--- config.mk ---
export PLATFORM = sky130hd
export DESIGN_NAME = ppp_byte_stuff_framer_flat
export DESIGN_NICKNAME = d
export VERILOG_FILES = /design/src/rtl/core/pbsf_pkg.sv /design/src/rtl/core/pbsf_if.sv /design/src/rtl/core/pbsf_front.sv /design/src/rtl/core/pbsf_queue.sv /design/src/rtl/core/pbsf_back.sv /design/src/rtl/core/ppp_byte_stuff_framer.sv /design/src/flat_wrapper.sv
export SDC_FILE = /design/constraint.sdc
export NUM_CORES = 1
export LEC_CHECK = 0
export BUFFER_PORTS_ARGS = -buffer_cell sky130_fd_sc_hd__buf_4
export CAP_MARGIN = 20
export CORE_MARGIN = 2
export CORE_UTILIZATION = 50
export CTS_CLUSTER_SIZE = 14
export DETAILED_ROUTE_END_ITERATION = 12
export PLACE_DENSITY = 0.72
export SKIP_LAST_GASP = 1
export SLEW_MARGIN = 15
export SYNTH_ARGS = -nofsm -noshare
export SYNTH_HDL_FRONTEND = slang
export SYNTH_SLANG_ARGS = --single-unit
--- constraint.sdc ---
create_clock -name clk -period 3.1 [get_ports clk]
set_clock_uncertainty 0.15 [all_clocks]
set_input_delay 0.465 -clock clk [delete_from_list [all_inputs] [get_ports clk]]
set_output_delay 0.465 -clock clk [all_outputs]
set_load 0.05 [all_outputs]
--- src/rtl/core/pbsf_pkg.sv ---
package pbsf_pkg;

  // line constants
  localparam logic [7:0] FLAG_BYTE  = 8'h7E;
  localparam logic [7:0] ADDR_BYTE  = 8'hFF;
  localparam logic [7:0] CTRL_BYTE  = 8'h03;
  localparam logic [7:0] ESC_BYTE   = 8'h7D;
  localparam logic [7:0] ESC_XOR    = 8'h20;
  localparam logic [7:0] CTRL_LIMIT = 8'h20;
  localparam logic [7:0] FCS_BYTE   = 8'h00;
  localparam logic [15:0] PROTO_RESET = 16'h0021;

  // descriptor queue between front and back
  localparam int QPTR_W      = 2;
  localparam int QUEUE_DEPTH = 1 << QPTR_W;

  // one classified payload byte
  typedef struct packed {
    logic [7:0]  payload_byte;
    logic        final_byte;
    logic        open_frame;
    logic        needs_esc;
    logic [15:0] protocol;
  } desc_t;

  // emit sequencer phases
  typedef enum logic [3:0] {
    PH_START,
    PH_FLAG,
    PH_ADDR,
    PH_CTRL,
    PH_PROT_HI,
    PH_PROT_LO,
    PH_ESC,
    PH_DATA,
    PH_FCS_HI,
    PH_FCS_LO,
    PH_CLOSE
  } phase_t;

endpackage

--- src/rtl/core/pbsf_if.sv ---
// payload byte channel
interface pbsf_in_if;
  logic       valid;
  logic       ready;
  logic [7:0] payload_byte;
  logic       final_byte;
  modport source (output valid, output payload_byte, output final_byte, input ready);
  modport sink (input valid, input payload_byte, input final_byte, output ready);
endinterface

// line byte channel
interface pbsf_out_if;
  logic       valid;
  logic       ready;
  logic [7:0] line_byte;
  logic       frame_end;
  modport source (output valid, output line_byte, output frame_end, input ready);
  modport sink (input valid, input line_byte, input frame_end, output ready);
endinterface

// protocol number write channel
interface pbsf_cfg_if;
  logic        valid;
  logic        ready;
  logic [15:0] protocol_number;
  modport source (output valid, output protocol_number, input ready);
  modport sink (input valid, input protocol_number, output ready);
endinterface

--- src/rtl/core/pbsf_front.sv ---
module pbsf_front import pbsf_pkg::*; (
  input  logic             clk,
  input  logic             rst,
  pbsf_in_if.sink          payload,
  pbsf_cfg_if.sink         cfg,
  input  logic             full,
  output logic             push,
  output desc_t            push_desc
);

  logic [15:0] protocol;
  logic        inside_frame;

  assign payload.ready = !full;
  assign cfg.ready     = 1'b1;
  assign push          = payload.valid && !full;

  // protocol register
  always_ff @(posedge clk) begin
    if (rst) begin
      protocol <= PROTO_RESET;
    end else if (cfg.valid) begin
      protocol <= cfg.protocol_number;
    end
  end

  // frame open tracking
  always_ff @(posedge clk) begin
    if (rst) begin
      inside_frame <= 1'b0;
    end else if (push) begin
      inside_frame <= !payload.final_byte;
    end
  end

  // classify the byte
  always_comb begin
    push_desc.payload_byte = payload.payload_byte;
    push_desc.final_byte   = payload.final_byte;
    push_desc.open_frame   = !inside_frame;
    push_desc.needs_esc    = (payload.payload_byte == FLAG_BYTE) ||
                             (payload.payload_byte == ESC_BYTE) ||
                             (payload.payload_byte < CTRL_LIMIT);
    push_desc.protocol     = protocol;
  end

endmodule

--- src/rtl/core/pbsf_queue.sv ---
module pbsf_queue import pbsf_pkg::*; (
  input  logic  clk,
  input  logic  rst,
  input  logic  push,
  input  desc_t push_desc,
  input  logic  pop,
  output logic  full,
  output logic  head_valid,
  output desc_t head
);

  desc_t             mem [QUEUE_DEPTH];
  logic [QPTR_W-1:0] wr_ptr;
  logic [QPTR_W-1:0] rd_ptr;
  logic [QPTR_W:0]   count;

  assign full       = (count == (QPTR_W+1)'(QUEUE_DEPTH));
  assign head_valid = (count != '0);
  assign head       = mem[rd_ptr];

  // storage
  always_ff @(posedge clk) begin
    if (push) begin
      mem[wr_ptr] <= push_desc;
    end
  end

  // pointers and fill count
  always_ff @(posedge clk) begin
    if (rst) begin
      wr_ptr <= '0;
      rd_ptr <= '0;
      count  <= '0;
    end else begin
      if (push) wr_ptr <= wr_ptr + 1'b1;
      if (pop)  rd_ptr <= rd_ptr + 1'b1;
      case ({push, pop})
        2'b10:   count <= count + 1'b1;
        2'b01:   count <= count - 1'b1;
        default: count <= count;
      endcase
    end
  end

endmodule

--- src/rtl/core/pbsf_back.sv ---
module pbsf_back import pbsf_pkg::*; (
  input  logic      clk,
  input  logic      rst,
  input  logic      head_valid,
  input  desc_t     head,
  output logic      pop,
  pbsf_out_if.source line
);

  phase_t     phase;
  phase_t     phase_next;
  phase_t     cur;
  logic       out_valid;
  logic       out_valid_next;
  logic [7:0] out_byte;
  logic       out_end;
  logic [7:0] emit_byte;
  logic       emit_end;
  logic       load;
  logic       emit;

  assign line.valid     = out_valid;
  assign line.line_byte = out_byte;
  assign line.frame_end = out_end;

  assign load = !out_valid || line.ready;
  assign emit = head_valid && load;

  // phase register
  always_ff @(posedge clk) begin
    if (rst) begin
      phase <= PH_START;
    end else begin
      phase <= phase_next;
    end
  end

  // sequencer: byte for the current phase and the phase after it
  always_comb begin
    if (phase == PH_START) begin
      if (head.open_frame)     cur = PH_FLAG;
      else if (head.needs_esc) cur = PH_ESC;
      else                     cur = PH_DATA;
    end else begin
      cur = phase;
    end
    emit_end   = 1'b0;
    pop        = 1'b0;
    phase_next = phase;
    emit_byte  = FCS_BYTE;
    case (cur)
      PH_FLAG:    begin emit_byte = FLAG_BYTE;           phase_next = PH_ADDR;    end
      PH_ADDR:    begin emit_byte = ADDR_BYTE;           phase_next = PH_CTRL;    end
      PH_CTRL:    begin emit_byte = CTRL_BYTE;           phase_next = PH_PROT_HI; end
      PH_PROT_HI: begin emit_byte = head.protocol[15:8]; phase_next = PH_PROT_LO; end
      PH_PROT_LO: begin
        emit_byte  = head.protocol[7:0];
        phase_next = head.needs_esc ? PH_ESC : PH_DATA;
      end
      PH_ESC:     begin emit_byte = ESC_BYTE;            phase_next = PH_DATA;    end
      PH_DATA: begin
        emit_byte = head.needs_esc ? (head.payload_byte ^ ESC_XOR) : head.payload_byte;
        if (head.final_byte) begin
          phase_next = PH_FCS_HI;
        end else begin
          phase_next = PH_START;
          pop        = emit;
        end
      end
      PH_FCS_HI:  begin emit_byte = FCS_BYTE;            phase_next = PH_FCS_LO;  end
      PH_FCS_LO:  begin emit_byte = FCS_BYTE;            phase_next = PH_CLOSE;   end
      PH_CLOSE: begin
        emit_byte  = FLAG_BYTE;
        emit_end   = 1'b1;
        phase_next = PH_START;
        pop        = emit;
      end
      default:    begin emit_byte = FCS_BYTE;            phase_next = PH_START;   end
    endcase
    if (!emit) begin
      phase_next = phase;
    end
  end

  // output register
  always_comb begin
    if (emit)            out_valid_next = 1'b1;
    else if (line.ready) out_valid_next = 1'b0;
    else                 out_valid_next = out_valid;
  end

  always_ff @(posedge clk) begin
    if (rst) begin
      out_valid <= 1'b0;
    end else begin
      out_valid <= out_valid_next;
    end
  end

  always_ff @(posedge clk) begin
    if (emit) begin
      out_byte <= emit_byte;
      out_end  <= emit_end;
    end
  end

`ifndef SYNTHESIS
  // mid-item phase only while a descriptor is held
  a_phase_has_head: assert property (@(posedge clk) disable iff (rst)
    (phase != PH_START) |-> head_valid)
    else $error("sequencer mid-item without a queued descriptor");

  // closing mark only on a flag byte
  a_end_on_flag: assert property (@(posedge clk) disable iff (rst)
    (out_valid && out_end) |-> (out_byte == FLAG_BYTE))
    else $error("frame_end on a byte other than the flag");

  // escape is always followed by the data phase
  a_esc_then_data: assert property (@(posedge clk) disable iff (rst)
    (emit && cur == PH_ESC) |=> (phase == PH_DATA))
    else $error("escape byte not followed by data byte");
`endif

endmodule

--- src/rtl/core/ppp_byte_stuff_framer.sv ---
// The first line byte of an item passes the descriptor queue and then the output byte
// register before it is valid. One line byte per cycle while line ready stays high; an
// item causes 1 to 10 line bytes, and the single output byte register sets that rate.
// A four-entry descriptor queue lets input accept continue while the output drains.
// Reset (synchronous, active high) closes any open frame, empties the queue, drops
// output valid and sets the protocol number to 0x0021.
module ppp_byte_stuff_framer import pbsf_pkg::*; (
  input  logic       clk,
  input  logic       rst,
  pbsf_in_if.sink    payload,
  pbsf_cfg_if.sink   cfg,
  pbsf_out_if.source line
);

  logic  full;
  logic  push;
  desc_t push_desc;
  logic  pop;
  logic  head_valid;
  desc_t head;

  // accept and classify
  pbsf_front u_front (
    .clk       (clk),
    .rst       (rst),
    .payload   (payload),
    .cfg       (cfg),
    .full      (full),
    .push      (push),
    .push_desc (push_desc)
  );

  // descriptor queue
  pbsf_queue u_queue (
    .clk        (clk),
    .rst        (rst),
    .push       (push),
    .push_desc  (push_desc),
    .pop        (pop),
    .full       (full),
    .head_valid (head_valid),
    .head       (head)
  );

  // emit sequencer
  pbsf_back u_back (
    .clk        (clk),
    .rst        (rst),
    .head_valid (head_valid),
    .head       (head),
    .pop        (pop),
    .line       (line)
  );

endmodule

--- src/flat_wrapper.sv ---
// flat-port wrapper written by rule: the top's interface ports become plain ports
module ppp_byte_stuff_framer_flat import pbsf_pkg::*;
  (clk, rst, payload_valid, payload_payload_byte, payload_final_byte, payload_ready, cfg_valid, cfg_protocol_number, cfg_ready, line_valid, line_line_byte, line_frame_end, line_ready);
  pbsf_in_if payload_i ();
  pbsf_cfg_if cfg_i ();
  pbsf_out_if line_i ();
  input  logic clk;
  input  logic rst;
  input wire logic [$bits(payload_i.valid)-1:0] payload_valid;
  input wire logic [$bits(payload_i.payload_byte)-1:0] payload_payload_byte;
  input wire logic [$bits(payload_i.final_byte)-1:0] payload_final_byte;
  output wire logic [$bits(payload_i.ready)-1:0] payload_ready;
  input wire logic [$bits(cfg_i.valid)-1:0] cfg_valid;
  input wire logic [$bits(cfg_i.protocol_number)-1:0] cfg_protocol_number;
  output wire logic [$bits(cfg_i.ready)-1:0] cfg_ready;
  output wire logic [$bits(line_i.valid)-1:0] line_valid;
  output wire logic [$bits(line_i.line_byte)-1:0] line_line_byte;
  output wire logic [$bits(line_i.frame_end)-1:0] line_frame_end;
  input wire logic [$bits(line_i.ready)-1:0] line_ready;
  assign payload_i.valid = payload_valid;
  assign payload_i.payload_byte = payload_payload_byte;
  assign payload_i.final_byte = payload_final_byte;
  assign payload_ready = payload_i.ready;
  assign cfg_i.valid = cfg_valid;
  assign cfg_i.protocol_number = cfg_protocol_number;
  assign cfg_ready = cfg_i.ready;
  assign line_valid = line_i.valid;
  assign line_line_byte = line_i.line_byte;
  assign line_frame_end = line_i.frame_end;
  assign line_i.ready = line_ready;
  ppp_byte_stuff_framer u_core (.clk(clk), .rst(rst), .payload(payload_i), .cfg(cfg_i), .line(line_i));
endmodule
==> results.json <==
{
  "antenna_left": 0,
  "wirelength_um": 10900,
  "grt.total_usage": 0.185,
  "regToRegStartpoint": "u_core.u_back.phase[2]",
  "routabilityCongestion": 0.833,
  "antenna_cells": 0,
  "initial_core_util": 0.512,
  "worstPathMaxFanout": 17,
  "crit_start": "u_core.u_back.phase[2]",
  "ys_seq_area_frac": 0.675,
  "first_iter_violations": 246,
  "hold_path_end": "u_core.u_front.protocol[5]",
  "fp.dieH_um": 115,
  "cts_resized": 0,
  "post-route-period-util": 0.877,
  "regToRegSetupSlack_ps": 380,
  "synthTopCellsByArea": "edfxtp_1, dfxtp_1, mux4_2",
  "hold_viol": 0,
  "crit_type": "flop to flop",
  "wirelength_met1_um": 4830,
  "synth.avg_cell_area_um2": 15.6,
  "grt_pass1_vias": 3375,
  "preCtsSetupSlack_ps": 289,
  "synth_edf_count": 117,
  "hold_path_depth": 2,
  "yosys-top-cells-count": "edfxtp_1, nor2_1, dfxtp_1, mux2i_1, mux4_2",
  "port_buffers": 40,
  "instances_no_fill": 600,
  "holdCritPathClass": "input port to flop",
  "grt_antenna_before_repair": 0,
  "synthArstFlopShare": 0,
  "peakVddDrop_mv": 0.477,
  "start_kind": "flop",
  "dp_hpwl_um": 6870,
  "worst_pin_slew_ps": 775,
  "top_layer_used": "met4",
  "dr_wl_met3_um": 540,
  "synth_area_leader_cell": "edfxtp_1",
  "setup_slack_ps": 381,
  "clock-root-buffer": "clkbuf_16",
  "fp-row-count": 40,
  "final_util": 0.594,
  "die_area_mm2": 0.0132,
  "setup_tns_ps": 0,
  "die_w_um": 115,
  "postCtsSetupBuffers": 0,
  "io_pins": 42,
  "max_cap_viol_count": 0,
  "nFillCells": 900,
  "core_area_mm2": 0.0120,
  "whs_ps": 99.6,
  "yosysWarnings": 0,
  "nNetsFinal": 476,
  "synth-seq-cells": 148,
  "met2_length_um": 5370,
  "syn-num-nets": 429,
  "synthFlopType": "edfxtp_1",
  "hp-start": "cfg_protocol_number[5]",
  "synth_top_area_frac": 0.574,
  "drcViolationCount": 0,
  "insertion_delay_ps": 430,
  "multiInputGateArea_mm2": 0.00184,
  "clock_sinks": 148,
  "grt_max_degree": 33,
  "dp.cells": 568,
  "cts_tree": "done",
  "relSlewSlack": 0.481,
  "power_mw": 5.30,
  "rsz0062_at_grt": "no",
  "cts_hold_buffers": 0,
  "layout-area-overhead-vs-synth_pct": 16.1,
  "synth.most_common_cell": "edfxtp_1",
  "syn_area_mm2": 0.00613,
  "clk_pin_slew_ps": 50,
  "period_needed_ps": 2720,
  "first_pass_iters": 4,
  "setup_viol_count_final": 0,
  "fmax_mhz": 368,
  "cts_inserted_buffers": 17,
  "postPlaceCellArea_mm2": 0.00656,
  "register_area_mm2": 0.00414,
  "critical_path_required_ps": 3300,
  "pwr_density_cell_mw_per_mm2": 745,
  "fin_area_mm2": 0.00711,
  "status": "finished clean",
  "p_leak_nw": 2.44,
  "synthDistinctLibCells": 54,
  "wl_per_cell_um": 18.2,
  "cp-end-kind": "flop",
  "grt_overflow": 0,
  "cts.path.max_buffers": 2,
  "netlist_instances": 393,
  "vias": 3380,
  "via_per_inst": 5.63,
  "arrival_ps": 2920,
  "grt_pass1_wl_um": 17700,
  "rr_worst_depth": 8,
  "r2r-end": "u_core.u_queue.count[2]",
  "htree_levels": 4,
  "slew_viol_final": 0,
  "drive_gt1_frac": 0.243
}
how the worst max path moves through the flow:
stage / to / slack [ps] / cells past startpoint
after floorplan: u_core.u_queue.count[2] / 340 / 8
after global placement: u_core.u_queue.count[2] / 360 / 9
after detailed placement: u_core.u_queue.count[2] / 290 / 9
after CTS: u_core.u_queue.count[2] / 410 / 8
after global routing: u_core.u_queue.count[2] / 270 / 8
final: u_core.u_queue.count[2] / 380 / 8
cell families after synthesis:
family                     synth area share
and+or+nand+nor                      0.0872
muxes                                 0.127
other                              0.000612
buffers and inverters                0.0251
adders and majority gates            0.0135
AOI/OAI and AO/OA                    0.0629
DFF                                   0.675
xor gates and xnor gates            0.00858
registers in the layout, indices dropped and copies added, names as in the netlist, 2 cells and up, named ones only:
| name | cells |
|---|---|
| u_core.u_queue.rd_ptr | 2 |
| u_core.u_queue.wr_ptr | 2 |
| u_core.u_front.protocol | 16 |
| u_core.u_queue.count | 3 |
| u_core.u_back.phase | 4 |
| u_core.u_queue.mem | 108 |
| u_core.u_back.line.line_byte | 8 |
power breakdown:
part,switching [mW],internal [mW]
logic,0.580,0.358
clock network,0.733,1.17
registers,0.102,2.35
critical path: stages (launching register included):
cell and delay [ps]:
dfxtp_1 640, or3b_2 220, o21ai_1 90, a22o_2 310, ha_1 240, fa_1 380, xnor2_1 140, or3_1 310
a21oi_1 160
per-layer routing:
metal / track usage / vias to the layer above
li1: - / 1613
met1: 0.231 / 1663
met2: 0.297 / 87
met3: 0.0572 / 17
met4: 0.0862 / 0
met5: 0 / -
area by class of cell:
cell class | count | area share
Clock inverter | 11 | 0.0160
Clock buffer | 21 | 0.0619
Inverter | 8 | 0.00422
Tap cell | 147 | 0.0259
Sequential cell | 148 | 0.582
Timing Repair Buffer | 49 | 0.0517
Multi-Input combinational cell | 216 | 0.259
layout by cell type (no fill, tap or decap), types with 6 or more instances in the layout:
master,Yosys,layout
mux2i_1,28,28
nor2_1,32,32
clkbuf_16,0,17
inv_1,8,8
dfxtp_1,31,30
a31oi_1,6,6
edfxtp_1,117,117
o21ai_0,14,14
nand2_1,8,8
o211ai_1,10,10
a21oi_1,14,14
buf_4,3,49
and2_1,10,10
mux4_2,20,20
Power figures use the tool's default switching activity.
